$ cat src/rtl/rks_pkg.sv
package rks_pkg;

	// Capacity of the record store
	localparam int MAX_RECORDS = 64;
	localparam int ADDR_W      = $clog2(MAX_RECORDS);
	localparam int CNT_W       = $clog2(MAX_RECORDS + 1);

	// Fixed field widths
	localparam int KEY_W       = 16;
	localparam int POS_W       = 6;
	localparam int IN_TDATA_W  = 16;
	localparam int OUT_TDATA_W = 24;

	// One stored record
	typedef struct packed {
		logic [POS_W-1:0] pos;
		logic [KEY_W-1:0] key;
	} rec_t;

	// Sequencer states
	typedef enum logic [1:0] {
		ST_IDLE,
		ST_SHIFT,
		ST_FETCH,
		ST_EMIT
	} state_t;

endpackage

$ cat src/rtl/record_key_sorter.sv
// Record key sorter. Records arrive one per transaction on the slave side, each with a
// 16-bit key; tlast marks the last record of a batch. Records are kept in key order as
// they arrive: a new record is compared against the stored records from the top down by
// one shared comparator, and every larger one moves up one slot (equal keys keep arrival
// order). While a record is stored, each stored key larger than it moves up in turn
// before the new one is written, paced by the single read and single write port of the
// record memory; s_tready is low meanwhile. Records beyond MAX_RECORDS are dropped and
// flagged on m_tuser. After the last record is stored, a fetch state follows, then the
// batch is streamed out in ascending key order at one transaction per cycle while
// m_tready is high, each with its arrival position, tlast on the final one. No input is
// taken until the whole batch has been sent. No clearing pass is needed after reset.
module record_key_sorter
	import rks_pkg::*;
(
	input  logic                   clk,
	input  logic                   arst_n,
	input  logic                   s_tvalid,
	output logic                   s_tready,
	input  logic [IN_TDATA_W-1:0]  s_tdata,   // [15:0] record_key
	input  logic                   s_tlast,   // final_record
	output logic                   m_tvalid,
	input  logic                   m_tready,
	output logic [OUT_TDATA_W-1:0] m_tdata,   // [15:0] sorted_key, [21:16] arrival_position
	output logic                   m_tuser,   // overflow_seen
	output logic                   m_tlast    // end_of_batch
);

	state_t state_q, state_d;

	logic [CNT_W-1:0]  count_q;
	logic              overflow_q;
	logic              last_q;
	logic [ADDR_W-1:0] slot_q;
	logic [ADDR_W-1:0] idx_q;
	logic [KEY_W-1:0]  key_q;
	logic [POS_W-1:0]  pos_q;

	rec_t              mem_q [MAX_RECORDS];
	rec_t              rd_data_q;
	logic [ADDR_W-1:0] rd_addr;
	logic [ADDR_W-1:0] wr_addr;
	rec_t              wr_data;
	logic              wr_en;

	logic in_xfer, out_xfer, full, move_up, batch_done;

	assign in_xfer    = s_tvalid && s_tready;
	assign out_xfer   = m_tvalid && m_tready;
	assign full       = (count_q == CNT_W'(MAX_RECORDS));
	// shared comparator: stored record above the new one moves up
	assign move_up    = (slot_q != '0) && (rd_data_q.key > key_q);
	assign batch_done = (CNT_W'(idx_q) + CNT_W'(1) == count_q);

	// Next state
	always_comb begin
		state_d = state_q;
		unique case (state_q)
			ST_IDLE: begin
				if (in_xfer) begin
					if (!full) begin
						state_d = ST_SHIFT;
					end else if (s_tlast) begin
						state_d = ST_FETCH;
					end
				end
			end
			ST_SHIFT: begin
				if (!move_up) begin
					state_d = last_q ? ST_FETCH : ST_IDLE;
				end
			end
			ST_FETCH: state_d = ST_EMIT;
			ST_EMIT: begin
				if (out_xfer && batch_done) begin
					state_d = ST_IDLE;
				end
			end
			default: state_d = ST_IDLE;
		endcase
	end

	// Memory port control and handshake outputs
	always_comb begin
		s_tready = (state_q == ST_IDLE);
		m_tvalid = (state_q == ST_EMIT);
		wr_en    = 1'b0;
		wr_addr  = slot_q;
		wr_data  = rd_data_q;
		rd_addr  = idx_q;
		unique case (state_q)
			ST_IDLE:  rd_addr = count_q[ADDR_W-1:0] - ADDR_W'(1);
			ST_SHIFT: begin
				wr_en = 1'b1;
				if (move_up) begin
					rd_addr = slot_q - ADDR_W'(2);
				end else begin
					wr_data.key = key_q;
					wr_data.pos = pos_q;
				end
			end
			ST_FETCH: rd_addr = idx_q;
			ST_EMIT:  rd_addr = out_xfer ? idx_q + ADDR_W'(1) : idx_q;
			default:  rd_addr = idx_q;
		endcase
	end

	assign m_tdata = {{(OUT_TDATA_W - KEY_W - POS_W){1'b0}}, rd_data_q.pos, rd_data_q.key};
	assign m_tuser = overflow_q;
	assign m_tlast = batch_done;

	// Record memory: one write port, one registered read port
	always_ff @(posedge clk) begin
		if (wr_en) begin
			mem_q[wr_addr] <= wr_data;
		end
		rd_data_q <= mem_q[rd_addr];
	end

	// Sequencer and batch control registers
	always_ff @(posedge clk or negedge arst_n) begin
		if (!arst_n) begin
			state_q    <= ST_IDLE;
			count_q    <= '0;
			overflow_q <= 1'b0;
			last_q     <= 1'b0;
			idx_q      <= '0;
		end else begin
			state_q <= state_d;
			unique case (state_q)
				ST_IDLE: begin
					if (in_xfer) begin
						last_q <= s_tlast;
						idx_q  <= '0;
						if (full) begin
							overflow_q <= 1'b1;
						end
					end
				end
				ST_SHIFT: begin
					if (!move_up) begin
						count_q <= count_q + CNT_W'(1);
					end
				end
				ST_FETCH: idx_q <= idx_q;
				ST_EMIT: begin
					if (out_xfer) begin
						idx_q <= idx_q + ADDR_W'(1);
						if (batch_done) begin
							count_q    <= '0;
							overflow_q <= 1'b0;
						end
					end
				end
				default: idx_q <= '0;
			endcase
		end
	end

	// Insertion slot and the record being placed
	always_ff @(posedge clk) begin
		if (in_xfer) begin
			key_q  <= s_tdata[KEY_W-1:0];
			pos_q  <= POS_W'(count_q);
			slot_q <= count_q[ADDR_W-1:0];
		end else if (state_q == ST_SHIFT && move_up) begin
			slot_q <= slot_q - ADDR_W'(1);
		end
	end

endmodule

$ cat config.mk
export PLATFORM = sky130hd
export DESIGN_NAME = record_key_sorter
export DESIGN_NICKNAME = d
export VERILOG_FILES = /design/src/rtl/rks_pkg.sv /design/src/rtl/record_key_sorter.sv
export SDC_FILE = /design/constraint.sdc
export NUM_CORES = 1
export LEC_CHECK = 0
export BUFFER_PORTS_ARGS = -buffer_cell sky130_fd_sc_hd__clkbuf_2
export CELL_PAD_IN_SITES_DETAIL_PLACEMENT = 1
export CELL_PAD_IN_SITES_GLOBAL_PLACEMENT = 1
export CORE_MARGIN = 1.5
export CORE_UTILIZATION = 45
export CTS_CLUSTER_DIAMETER = 50
export CTS_CLUSTER_SIZE = 40
export DETAILED_ROUTE_END_ITERATION = 16
export MAX_ROUTING_LAYER = met4
export PLACE_DENSITY_LB_ADDON = 0.1
export SLEW_MARGIN = 0
export SYNTH_ARGS = -nofsm -noshare
export SYNTH_HDL_FRONTEND = slang
export SYNTH_SLANG_ARGS = --single-unit
$ cat constraint.sdc
create_clock -name clk -period 16 [get_ports clk]
set_input_delay 0.8 -clock clk [delete_from_list [all_inputs] [get_ports clk]]
set_output_delay 0.8 -clock clk [all_outputs]
set_load 0.05 [all_outputs]
==> run_results.csv <==
group,metric,value,unit
outcome,status,"complete, but fails checks",
outcome,failed_checks,"capacitance limit",
worst_setup_path,crit_path_start_kind,"register",
clock_network,cts_buffers,144,
clock_network,numClockSinks,1475,
placement,port_buffers,46,
detailed_routing,via_per_inst,6.106,
finish,area_delta_synth_final,14.11,%
detailed_routing,drc_markers,0,
grt,grt_first_pass_wirelength,242900,µm
worst_setup_path,critical_path_required,16.54,ns
timing,post_route_clock_period_utilization,45.36,%
floorplanning,initial_utilization,45.28,%
clock_network,tritoncts,"yes",
pwr,design_power,14450,µW
grt,grt_max_degree,128,
worst_setup_path,crit_path_max_incr_delay,1.29,ns
floorplanning,die-height,360.8,µm
detailed_routing,routed_wl,171600,µm
grt,first_global_vias,32234,
timing,final_max_slew_viol_count,0,
detailed_routing,post_drt_wl_per_cell,33.28,µm
timing,rsz0062_at_grt,"false",
finish,stdcell_count,5155,
clock_network,ctsLongestPathBuffers,3,
timing,hold_viol,0,
timing,final_setup_viols,0,
floorplanning,num_io_pins,49,
worst_setup_path,crit_path_cell_trace,"inv_1 -> ha_1 -> or3b_4 -> nor3_4 -> a21oi_2 -> o31a_1 -> o221ai_4 -> buf_4 -> buf_4 -> buf_4 -> mux2i_1 -> o22ai_1 -> o41ai_1 -> nand4_1",
timing,fmaxAchievable,137.8,MHz
synthesis,top_area_cell_type_share_of_the_netlist_area,74.87,%
timing,skew,0.03161,ns
placement,dp.cells,4884,
synthesis,synth_cells,3216,
floorplanning,die_width,360.8,µm
synthesis,synthTopCellsByArea,"sky130_fd_sc_hd__edfxtp_1 (75%), sky130_fd_sc_hd__mux2i_1 (12%), sky130_fd_sc_hd__o22ai_1 (3.7%)",
worst_setup_path,path_buf_inv,4,
synthesis,synth-seq-cells,1475,
flow_run,drv.max_cap_violation_count,2,
worst_setup_path,timing.critical_path.fanout_max,64,
finish,layout.core_utilization,51.67,%
detailed_routing,num_vias,31478,
worst_setup_path,critical_path_arrival,7.80,ns
placement,hpwlAfterDp,96300,µm
placement,gpl.final_weighted_congestion,0.8596,
clock_network,htree_num_levels,4,
synthesis,syn_avg_cell_area,17.91,µm²
grt,initial_antenna_violation_count,4,
detailed_routing,ant_nets,0,
floorplanning,core,0.1272,mm²
grt,groute.usage.overall,27.20,%
clock_network,clk_root_buffer_cell,"sky130_fd_sc_hd__clkbuf_16",
synthesis,synth_area,0.05759,mm²
synthesis,synth_cell_type_count,76,
synthesis,synth_flop_cell,"sky130_fd_sc_hd__edfxtp_1",
finish,final.fill_count,11507,
worst_setup_path,cell_seen_most_often_among_critical_path_stages,"sky130_fd_sc_hd__buf_4",
pwr,power_density,219.9,mW/mm²
clock_network,clk_pin_slew_worst_paths,0.07,ns
pwr,power.ir.vdd_worst,0.0002363,V
worst_setup_path,cp_top_family,"buffers and inverters",
grt,globalRouteOverflowTotal,0,
clock_network,insertion_delay,0.80,ns
timing,fin_setup_tns,0,ns
finish,fin_nets,3416,
worst_setup_path,crit_path_end_kind,"register",
finish,post_route_cells_drive_above_1_share,17.02,%
worst_setup_path,setup.worst_path.class,"reg -> reg",
floorplanning,floorplan.die_area,0.1301,mm²
worst_setup_path,critPathSlowestCell,"sky130_fd_sc_hd__o41ai_1",
synthesis,ys_warn_count,0,
synthesis,synthDominantAreaCellType,"sky130_fd_sc_hd__edfxtp_1",
timing,timing_worst_slew_pin_value,1.469,ns
floorplanning,std_cell_rows,131,
detailed_routing,drt_first_pass_iters,5,
timing,relSlewSlack,0.7758,%
synthesis,synth_sequential_area_ratio,76.38,%
min_path,hold_path_class,"in -> reg",
pwr,power.leakage,0.02251,µW
synthesis,synth_enable_flop_cells,1436,
synthesis,synth-async-reset-ratio,1.153,%
timing,final.min_clock_period,7.257,ns
detailed_routing,detail_route.iter0.violations,3208,
-- Yosys cell counts (25+ instances only) --
master	number
sky130_fd_sc_hd__inv_1	32
sky130_fd_sc_hd__edfxtp_1	1436
sky130_fd_sc_hd__clkbuf_1	64
sky130_fd_sc_hd__nand4_1	28
sky130_fd_sc_hd__mux2_2	25
sky130_fd_sc_hd__o22ai_1	344
sky130_fd_sc_hd__nor2_1	97
sky130_fd_sc_hd__ha_1	25
sky130_fd_sc_hd__o41ai_1	87
sky130_fd_sc_hd__nand2_1	38
sky130_fd_sc_hd__mux2i_1	705
sky130_fd_sc_hd__buf_2	99
-- layout by cell type (no fill, tap or decap), drive strengths merged, types with 4 or more instances in the layout --
master | Yosys | final
buf | 123 | 148
mux2 | 25 | 25
dfxtp | 22 | 22
inv | 32 | 72
clkinv | 0 | 33
dfrtp | 17 | 17
nor2b | 5 | 5
o31ai | 5 | 5
xnor2 | 13 | 13
o32ai | 5 | 5
nand3 | 15 | 15
o41ai | 87 | 87
nor2 | 98 | 98
bufinv | 0 | 16
mux2i | 705 | 705
nand2 | 39 | 39
nand4 | 31 | 31
diode | 0 | 4
nor3 | 9 | 9
edfxtp | 1436 | 1436
o22ai | 345 | 345
and3 | 4 | 4
xor2 | 13 | 13
ha | 25 | 25
o211ai | 7 | 7
o21ai | 17 | 17
a21oi | 18 | 18
clkinvlp | 0 | 13
clkbuf | 65 | 209
-- worst reg2reg max path, cell delays in order, from the launching register on --
cell,delay (ns)
sky130_fd_sc_hd__edfxtp_1,0.49
sky130_fd_sc_hd__inv_1,0.18
sky130_fd_sc_hd__ha_1,0.20
sky130_fd_sc_hd__or3b_4,0.41
sky130_fd_sc_hd__nor3_4,0.20
sky130_fd_sc_hd__a21oi_2,0.10
sky130_fd_sc_hd__o31a_1,0.31
sky130_fd_sc_hd__o221ai_4,0.28
sky130_fd_sc_hd__buf_4,0.88
sky130_fd_sc_hd__buf_4,0.86
sky130_fd_sc_hd__buf_4,0.93
sky130_fd_sc_hd__mux2i_1,0.35
sky130_fd_sc_hd__o22ai_1,0.10
sky130_fd_sc_hd__o41ai_1,1.29
sky130_fd_sc_hd__nand4_1,0.42
-- metrics by stage --
| stage | area (µm²) | setup slack (ns) | hold slack (ns) |
|---|---|---|---|
| floorplan | 57600 | 10.61 | 0.4231 |
| global placement | 60460 | 8.663 | 0.5056 |
| detailed placement | 60640 | 8.918 | 0.4997 |
| CTS | 65710 | 8.941 | 0.1516 |
| global route | 65720 | 8.531 | 0.1816 |
| finish | 65720 | 8.743 | 0.2086 |
-- state kept, by name (all words and copies together) (netlist names) --
name and count:
count_q 7, idx_q 6, key_q 16, last_q 1, m_tdata 22, m_tuser 1, mem_q 1408, pos_q 6
slot_q 6, state_q 2
-- report_power, final --
part           switching [µW]  leakage [µW]  internal (µW)  total, µW
Sequential                104        0.0134           5060       5170
Clock                    1600       0.00243           2020       3610
Combinational            3890       0.00669           1780       5670
Total                    5590        0.0225           8860      14500
-- worst paths after layout --
| check | start | to | slack (ns) | cells past startpoint |
|---|---|---|---|---|
| setup / recovery | slot_q[1] | m_tdata[5] | 8.74 | 14 |
| hold / removal | s_tdata[10] | key_q[10] | 0.21 | 1 |
| setup reg to reg | slot_q[1] | m_tdata[5] | 8.74 | 14 |
| hold reg to reg | last_q | last_q | 0.52 | 1 |
| max in group asynchronous | arst_n | idx_q[2] | 15.14 | 2 |
| min in group asynchronous | arst_n | last_q | 0.52 | 2 |
-- cell type report --
cell class	count	area (µm²)	share of cell area, %
clock buffers	163	3760	5.721
repair buffers	195	1384	2.106
inverters	32	120.1	0.1828
diodes	4	10.01	0.01523
multi-input cells	1522	13080	19.91
well taps	1662	2079	3.164
flip-flops and latches	1475	43990	66.93
clock inverters	102	1296	1.972
-- cell families after synthesis --
kind of cell / count (synthesis) / synth area share (%)
muxes: 730 / 12.74
buffers and inverters: 220 / 1.825
other: 1 / 0.006511
adders and majority gates: 25 / 0.5431
and+or+nand+nor: 222 / 1.910
AOI/OAI and AO/OA: 517 / 6.203
DFF: 1475 / 76.38
xor gates and xnor gates: 26 / 0.3954
-- metal layers --
metal / GRT usage (%) / vias up / share of wire (%)
met5: - / - / 0
met4: 7.223 / 0 / 2.3
met3: 3.892 / 233 / 5.8
met2: 43.07 / 960 / 48
met1: 37.02 / 16871 / 44
li1: - / 13414 / -
-- timing repair --
item                                   in CTS  in global routing
resized for setup                           0                  0
buffers inserted                            0                  0
endpoints found under the hold margin      17                  0
hold buffers                                1                  0
Note: power is estimated with default switching activity, not from simulation.
